$ cat config.mk
export PLATFORM = sky130hd
export DESIGN_NAME = adjacent_pair_resource_arbiter_top
export DESIGN_NICKNAME = d
export VERILOG_FILES = /design/src/rtl/apra_pkg.sv /design/src/rtl/apra_ram.sv /design/src/rtl/adjacent_pair_resource_arbiter_top.sv
export SDC_FILE = /design/constraint.sdc
export NUM_CORES = 1
export LEC_CHECK = 0
export BUFFER_PORTS_ARGS = -buffer_cell sky130_fd_sc_hd__buf_2
export CAP_MARGIN = 0
export CELL_PAD_IN_SITES_DETAIL_PLACEMENT = 0
export CELL_PAD_IN_SITES_GLOBAL_PLACEMENT = 1
export CORE_MARGIN = 5
export CORE_UTILIZATION = 30
export DETAILED_ROUTE_END_ITERATION = 16
export HOLD_SLACK_MARGIN = 0.12
export PLACE_DENSITY_LB_ADDON = 0.1
export SYNTH_ARGS = -nofsm -noshare
export SYNTH_HDL_FRONTEND = slang
export SYNTH_SLANG_ARGS = --single-unit
$ cat constraint.sdc
create_clock -name clk -period 4.81 [get_ports clk]
set_input_delay 0.962 -clock clk [delete_from_list [all_inputs] [get_ports clk]]
set_output_delay 0.962 -clock clk [all_outputs]
set_load 0.02 [all_outputs]
$ cat src/rtl/apra_pkg.sv
`timescale 1ns / 1ps
// ----------------------------------------------------------------------------
// apra_pkg
// Shared constants, codes and helpers for the adjacent-pair resource arbiter.
// ----------------------------------------------------------------------------
package apra_pkg;

  // sizes
  localparam int MAX_SEATS   = 16;
  localparam int QUEUE_DEPTH = 16;
  localparam int GRANT_CAP   = 8;

  // field and counter widths
  localparam int SEAT_W   = $clog2(MAX_SEATS);
  localparam int NSEATS_W = 5;
  localparam int STATUS_W = 2;
  localparam int FREE_W   = 16;
  localparam int QADDR_W  = $clog2(QUEUE_DEPTH);
  localparam int QCNT_W   = $clog2(QUEUE_DEPTH + 1);
  localparam int GIDX_W   = $clog2(GRANT_CAP);
  localparam int GCNT_W   = $clog2(GRANT_CAP + 1);

  localparam logic [NSEATS_W-1:0] NSEATS_RESET = NSEATS_W'(5);
  localparam logic [NSEATS_W-1:0] NSEATS_MIN   = NSEATS_W'(2);
  localparam logic [NSEATS_W-1:0] NSEATS_MAX   = NSEATS_W'(MAX_SEATS);

  // command codes
  localparam logic CMD_REQUEST = 1'b0;
  localparam logic CMD_RELEASE = 1'b1;

  // status codes
  localparam logic [STATUS_W-1:0] STATUS_OK       = 2'd0;
  localparam logic [STATUS_W-1:0] STATUS_FULL     = 2'd1;
  localparam logic [STATUS_W-1:0] STATUS_BAD_SEAT = 2'd2;

  // right-hand resource of a seat, wrapping to resource 0
  function automatic logic [SEAT_W-1:0] right_of(input logic [SEAT_W-1:0] s,
                                                 input logic [NSEATS_W-1:0] n);
    logic [NSEATS_W-1:0] nxt;
    nxt = NSEATS_W'(s) + NSEATS_W'(1);
    right_of = (nxt >= n) ? '0 : nxt[SEAT_W-1:0];
  endfunction

endpackage

$ cat src/rtl/apra_ram.sv
`timescale 1ns / 1ps
// ----------------------------------------------------------------------------
// apra_ram
// Generic single-write, single-read RAM with a registered read port.
// ----------------------------------------------------------------------------
module apra_ram #(
  parameter int WIDTH = 4,
  parameter int DEPTH = 16
) (
  input  logic                     clk,
  input  logic                     we,
  input  logic [$clog2(DEPTH)-1:0] waddr,
  input  logic [WIDTH-1:0]         wdata,
  input  logic [$clog2(DEPTH)-1:0] raddr,
  output logic [WIDTH-1:0]         rdata
);

  logic [WIDTH-1:0] mem [DEPTH];

  // write port and registered read
  always_ff @(posedge clk) begin
    if (we) begin
      mem[waddr] <= wdata;
    end
    rdata <= mem[raddr];
  end

endmodule

$ cat src/rtl/adjacent_pair_resource_arbiter_top.sv
`timescale 1ns / 1ps
// ----------------------------------------------------------------------------
// adjacent_pair_resource_arbiter_top
// Ring arbiter: each seat takes its own and its right-hand resource. Waiters
// sit in a FIFO in RAM; every accepted request or release rescans the queue
// oldest first: ST_SCAN0 starts the scan, ST_SCAN handles one queued waiter
// per step, then ST_EMIT sends the beats; a dropped item skips to ST_EMIT.
// One item at a time: the next is taken only after the last beat, and the
// scan length is set by the single-read-port queue scan.
// Reset: all resources free, queue empty, 5 seats; the queue RAM is not
// cleared, entries at or above the count are never used.
// ----------------------------------------------------------------------------
module adjacent_pair_resource_arbiter_top (
  input  logic                            clk,
  input  logic                            rst,
  input  logic                            cfg_wr_en,
  input  logic [apra_pkg::NSEATS_W-1:0]   cfg_wr_data,
  input  logic                            in_valid,
  output logic                            in_ready,
  input  logic                            cmd,
  input  logic [apra_pkg::SEAT_W-1:0]     seat_id,
  output logic                            out_valid,
  input  logic                            out_ready,
  output logic                            grant_valid,
  output logic [apra_pkg::SEAT_W-1:0]     granted_seat,
  output logic                            last,
  output logic [apra_pkg::STATUS_W-1:0]   status,
  output logic [apra_pkg::FREE_W-1:0]     free_map
);
  import apra_pkg::*;

  localparam logic [1:0] ST_IDLE  = 2'd0;
  localparam logic [1:0] ST_SCAN0 = 2'd1;
  localparam logic [1:0] ST_SCAN  = 2'd2;
  localparam logic [1:0] ST_EMIT  = 2'd3;

  logic [1:0]           state;
  logic [NSEATS_W-1:0]  number_of_seats;
  logic [MAX_SEATS-1:0] resource_free;
  logic [QCNT_W-1:0]    queue_count;
  logic [QCNT_W-1:0]    kept;
  logic [QADDR_W-1:0]   proc_idx;
  logic [GCNT_W-1:0]    ng;
  logic [GIDX_W-1:0]    emit_idx;
  logic [STATUS_W-1:0]  st_reg;
  logic [SEAT_W-1:0]    grant_buf [GRANT_CAP];

  logic [NSEATS_W-1:0]  n_sat;
  logic                 accept;
  logic                 seat_bad;
  logic                 q_full;
  logic [SEAT_W-1:0]    rel_right;
  logic [SEAT_W-1:0]    s_rd;
  logic [SEAT_W-1:0]    s_right;
  logic                 take;
  logic                 more;
  logic                 last_beat;
  logic                 out_fire;

  logic                 ram_we;
  logic [QADDR_W-1:0]   ram_waddr;
  logic [SEAT_W-1:0]    ram_wdata;
  logic [QADDR_W-1:0]   ram_raddr;

  // wait queue storage
  apra_ram #(
    .WIDTH (SEAT_W),
    .DEPTH (QUEUE_DEPTH)
  ) u_queue_ram (
    .clk   (clk),
    .we    (ram_we),
    .waddr (ram_waddr),
    .wdata (ram_wdata),
    .raddr (ram_raddr),
    .rdata (s_rd)
  );

  // seat count saturated into its legal range
  always_comb begin
    if (number_of_seats < NSEATS_MIN) begin
      n_sat = NSEATS_MIN;
    end else if (number_of_seats > NSEATS_MAX) begin
      n_sat = NSEATS_MAX;
    end else begin
      n_sat = number_of_seats;
    end
  end

  // input checks
  assign in_ready  = (state == ST_IDLE) && !rst;
  assign accept    = in_valid && in_ready;
  assign seat_bad  = (NSEATS_W'(seat_id) >= n_sat);
  assign q_full    = (cmd == CMD_REQUEST) && (queue_count == QCNT_W'(QUEUE_DEPTH));
  assign rel_right = right_of(seat_id, n_sat);

  // scan decision on the waiter just read
  assign s_right = right_of(s_rd, n_sat);
  assign take    = (state == ST_SCAN) && (ng < GCNT_W'(GRANT_CAP))
                   && (NSEATS_W'(s_rd) < n_sat)
                   && resource_free[s_rd] && resource_free[s_right];
  assign more    = (QCNT_W'(proc_idx) + QCNT_W'(1)) < queue_count;

  // ram port control: append on request, compact kept waiters during scan
  always_comb begin
    ram_we    = 1'b0;
    ram_waddr = queue_count[QADDR_W-1:0];
    ram_wdata = seat_id;
    ram_raddr = '0;
    case (state)
      ST_IDLE: begin
        ram_we = accept && !seat_bad && !q_full && (cmd == CMD_REQUEST);
      end
      ST_SCAN: begin
        ram_we    = !take;
        ram_waddr = kept[QADDR_W-1:0];
        ram_wdata = s_rd;
        ram_raddr = proc_idx + QADDR_W'(1);
      end
      default: begin
        ram_raddr = '0;
      end
    endcase
  end

  // result beat
  assign out_valid    = (state == ST_EMIT);
  assign out_fire     = out_valid && out_ready;
  assign grant_valid  = (ng != '0);
  assign granted_seat = grant_valid ? grant_buf[emit_idx] : '0;
  assign last_beat    = !grant_valid || ((GCNT_W'(emit_idx) + GCNT_W'(1)) == ng);
  assign last         = last_beat;
  assign status       = st_reg;
  assign free_map     = FREE_W'(resource_free);

  // grant buffer (payload, no reset)
  always_ff @(posedge clk) begin
    if (take) begin
      grant_buf[ng[GIDX_W-1:0]] <= s_rd;
    end
  end

  // control and state update
  always_ff @(posedge clk) begin
    if (rst) begin
      state           <= ST_IDLE;
      number_of_seats <= NSEATS_RESET;
      resource_free   <= '1;
      queue_count     <= '0;
      kept            <= '0;
      proc_idx        <= '0;
      ng              <= '0;
      emit_idx        <= '0;
      st_reg          <= STATUS_OK;
    end else begin
      if (cfg_wr_en) begin
        number_of_seats <= cfg_wr_data;
      end
      case (state)
        ST_IDLE: begin
          if (accept) begin
            ng       <= '0;
            emit_idx <= '0;
            kept     <= '0;
            proc_idx <= '0;
            if (seat_bad) begin
              st_reg <= STATUS_BAD_SEAT;
              state  <= ST_EMIT;
            end else if (q_full) begin
              st_reg <= STATUS_FULL;
              state  <= ST_EMIT;
            end else begin
              st_reg <= STATUS_OK;
              state  <= ST_SCAN0;
              if (cmd == CMD_REQUEST) begin
                queue_count <= queue_count + QCNT_W'(1);
              end else begin
                resource_free <= resource_free | (MAX_SEATS'(1) << seat_id)
                                 | (MAX_SEATS'(1) << rel_right);
              end
            end
          end
        end
        ST_SCAN0: begin
          // entry 0 is being read; skip the scan on an empty queue
          state <= (queue_count == '0) ? ST_EMIT : ST_SCAN;
        end
        ST_SCAN: begin
          if (take) begin
            resource_free <= resource_free & ~((MAX_SEATS'(1) << s_rd)
                                               | (MAX_SEATS'(1) << s_right));
            ng            <= ng + GCNT_W'(1);
          end else begin
            kept <= kept + QCNT_W'(1);
          end
          if (more) begin
            proc_idx <= proc_idx + QADDR_W'(1);
          end else begin
            queue_count <= take ? kept : kept + QCNT_W'(1);
            state       <= ST_EMIT;
          end
        end
        ST_EMIT: begin
          if (out_fire) begin
            if (last_beat) begin
              state <= ST_IDLE;
            end else begin
              emit_idx <= emit_idx + GIDX_W'(1);
            end
          end
        end
        default: begin
          state <= ST_IDLE;
        end
      endcase
    end
  end

`ifndef SYNTHESIS
  // queue occupancy stays within the ram
  a_count_range: assert property (@(posedge clk) disable iff (rst)
    queue_count <= QCNT_W'(QUEUE_DEPTH))
    else $error("queue count beyond depth");

  // grants per event stay within the cap
  a_grant_cap: assert property (@(posedge clk) disable iff (rst)
    ng <= GCNT_W'(GRANT_CAP))
    else $error("grant count beyond cap");

  // no new item while results are pending
  a_one_item: assert property (@(posedge clk) disable iff (rst)
    !(in_ready && out_valid))
    else $error("input taken while results pending");

  // a granted seat holds its own resource
  a_grant_held: assert property (@(posedge clk) disable iff (rst)
    (out_valid && grant_valid) |-> !resource_free[granted_seat])
    else $error("granted seat resource still free");
`endif

endmodule
==> results_dict.tcl <==
set metrics [dict create \
    status "completed" \
    setup_slack_ns 0.7012 \
    finalCritPeriodShare_pct 85.42 \
    synth-edff-count 96 \
    slew_headroom_pct 39.60 \
    path_max_fanout 12 \
    synthTopCellsByArea "edfxtp_1 (35%), dfxtp_1 (13%), ha_1 (6.7%)" \
    place_congestion 0.8103 \
    drive_gt1_share_pct 16.40 \
    route.final.wire_length_mm 24.80 \
    path_class "reg -> reg" \
    worstPathArrival_ns 4.17 \
    setup_viol 0 \
    fmax_mhz 243.4 \
    drtPass1Iterations 5 \
    cts_made_buffers 17 \
    worst_ir_drop_vdd_mv 0.1950 \
    leakage_nw 3.292 \
    start_util_pct 30.23 \
    first_global_vias 6535 \
    dp_hpwl_mm 17.88 \
    timing_worst_slew_pin_value_ns 0.9021 \
    diodes 0 \
    grt.total_usage_pct 16.16 \
    synth_area_mm2 0.008352 \
    start_kind "flop" \
    die_area_mm2 0.03128 \
    drc_errors 0 \
    syn_to_final_growth_pct 14.65 \
    dp_slack_ns 0.3632 \
    postCtsSetupBuffers 0 \
    yosysSeqAreaShare_pct 47.22 \
    io_pins 41 \
    cts.sinks 149 \
    yosysMostFrequentCell "edfxtp_1" \
    cts_tree "built" \
    antenna_found_initial 1 \
    yosysTopAreaCell "edfxtp_1" \
    hold_class "reg -> reg" \
    grt_pass1_wl_mm 38.95 \
    maxCapViolCount 0 \
    end_kind "flop" \
    drt-initial-drc-count 428 \
    post_cts_resized 0 \
    grt-ovfl-total 0 \
    die_w_um 176.9 \
    synthesis.nets 839 \
    cts_buffer_depth 2 \
    clk_latency_ns 0.43 \
    synth_area_per_cell_um2 10.72 \
    vias 6351 \
    synth.distinct_cells 82 \
    synth_ff_type "edfxtp_1" \
    rsz0062_at_grt "no" \
    finalNetCount 870 \
    syn_inst 779 \
    finalSetupTns_ns 0 \
    ys_seq_elements 149 \
    htree_levels 4 \
    period_needed_ns 4.109 \
    async_flop_share_pct 0 \
    path_clk_slew_ns 0.07 \
    grt_start_max_net_pins 73 \
    synth_commonest_cells "edfxtp_1 (96), nand2_1 (67), dfxtp_1 (53)" \
    power.density_mw_per_mm2 468.8 \
    io_buffers 40 \
    postCtsHoldBufs 0 \
    antenna_left 0 \
    yosysWarnings 0 \
    rows 61 \
    die_height_um 176.9 \
    viasPerCell 5.288 \
    finClkSkew_ns 0.01300 \
    cts_root_buf "clkbuf_16" \
    synth_top_area_share_pct 34.52 \
    report.final.slew_viol_count 0 \
    hold_viol 0 \
    wl_per_cell_um 20.65 \
    required_ns 4.87 \
    coreArea_mm2 0.02763 \
]
## flip-flops by register name, indices dropped and copies added, names as in the netlist, 3 cells and up, named ones only
name,flops
kept,5
emit_idx,3
grant_buf,32
u_queue_ram.mem,64
number_of_seats,5
free_map,16
queue_count,5
proc_idx,4
ng,4
u_queue_ram.rdata,4
## metrics by stage
stage | hold WS (ns) | power [mW] | utilization (%) | std cells | cell area, µm²
after floorplan | 0.4423 | 2.621 | - | 779 | 8352
after global placement | 0.4582 | 3.098 | 32.41 | 1169 | 8955
after detailed placement | 0.4554 | 3.119 | 32.41 | 1169 | 8955
after CTS | 0.4651 | 4.538 | 34.66 | 1201 | 9575
after global routing | 0.4992 | 4.742 | 34.66 | 1201 | 9575
final | 0.4593 | 4.489 | 34.66 | 1201 | 9575
## cell type report
type | count | area, µm²
Clock buffer | 17 | 425.4
Inverter | 39 | 146.4
Sequential cell | 149 | 3944
Timing Repair Buffer | 63 | 372.9
Clock inverter | 15 | 195.2
Tap cell | 378 | 473.0
Multi-Input combinational cell | 540 | 4019
Fill cell | 2751 | 18050
## power by group
part / switching [mW] / total [mW] / internal, mW
registers: 0.0522 / 1.55 / 1.49
clock network: 0.651 / 1.41 / 0.758
logic: 1.06 / 1.53 / 0.476
## final timing paths
kind                                   start  cells past startpoint                          endpoint  slack, ns
max          number_of_seats[2]$_SDFFE_PP1P_                      9  u_queue_ram.mem[10][0]$_DFFE_PP_       0.70
min                   status[0]$_SDFFE_PP0P_                      2            status[0]$_SDFFE_PP0P_       0.46
max reg2reg  number_of_seats[2]$_SDFFE_PP1P_                      9  u_queue_ram.mem[10][0]$_DFFE_PP_       0.70
min reg2reg           status[0]$_SDFFE_PP0P_                      2            status[0]$_SDFFE_PP0P_       0.46
## kinds of logic after synthesis
logic type | after synthesis | synth area share [%]
xor gates and xnor gates | 11 | 1.154
AOI/OAI and AO/OA | 204 | 18.11
and+or+nand+nor | 238 | 14.38
buffers and inverters | 90 | 4.689
muxes | 42 | 7.700
adders and majority gates | 45 | 6.742
DFF | 149 | 47.22
## critical path, cell delays in order (launching register included)
cell and delay [ns]:
dfxtp_1 0.38, nor2_1 0.06, o21ai_0 0.64, ha_1 0.37
a211o_1 0.26, a21oi_1 0.48, o211ai_1 0.46, nor2_1 0.33
a31oi_1 0.21, nor3_1 0.54
## placed cells by master (no fill, tap or decap), types with 8 or more instances in the layout
cell type / n
edfxtp_1: 96
nand2_1: 67
dfxtp_1: 53
nor2_1: 45
ha_1: 44
buf_2: 40
inv_1: 38
a21oi_1: 37
nand3_1: 29
a31oi_1: 28
nor3_1: 25
mux2i_1: 23
buf_4: 23
o21ai_0: 21
a211oi_1: 21
clkbuf_16: 17
mux4_2: 15
and3_1: 12
xnor2_1: 9
o221ai_1: 9
and2_1: 9
nand4_1: 9
nor2b_1: 8
inv_8: 8
## routing by layer
layer | track usage, % | vias to the layer above | wire, µm
li1 | - | 3056 | -
met3 | 3.333 | 20 | 880
met2 | 26.04 | 111 | 11800
met5 | 0 | - | 13
met1 | 22.33 | 3162 | 11850
met4 | 4.030 | 2 | 252
(Power assumes the default switching activity.)
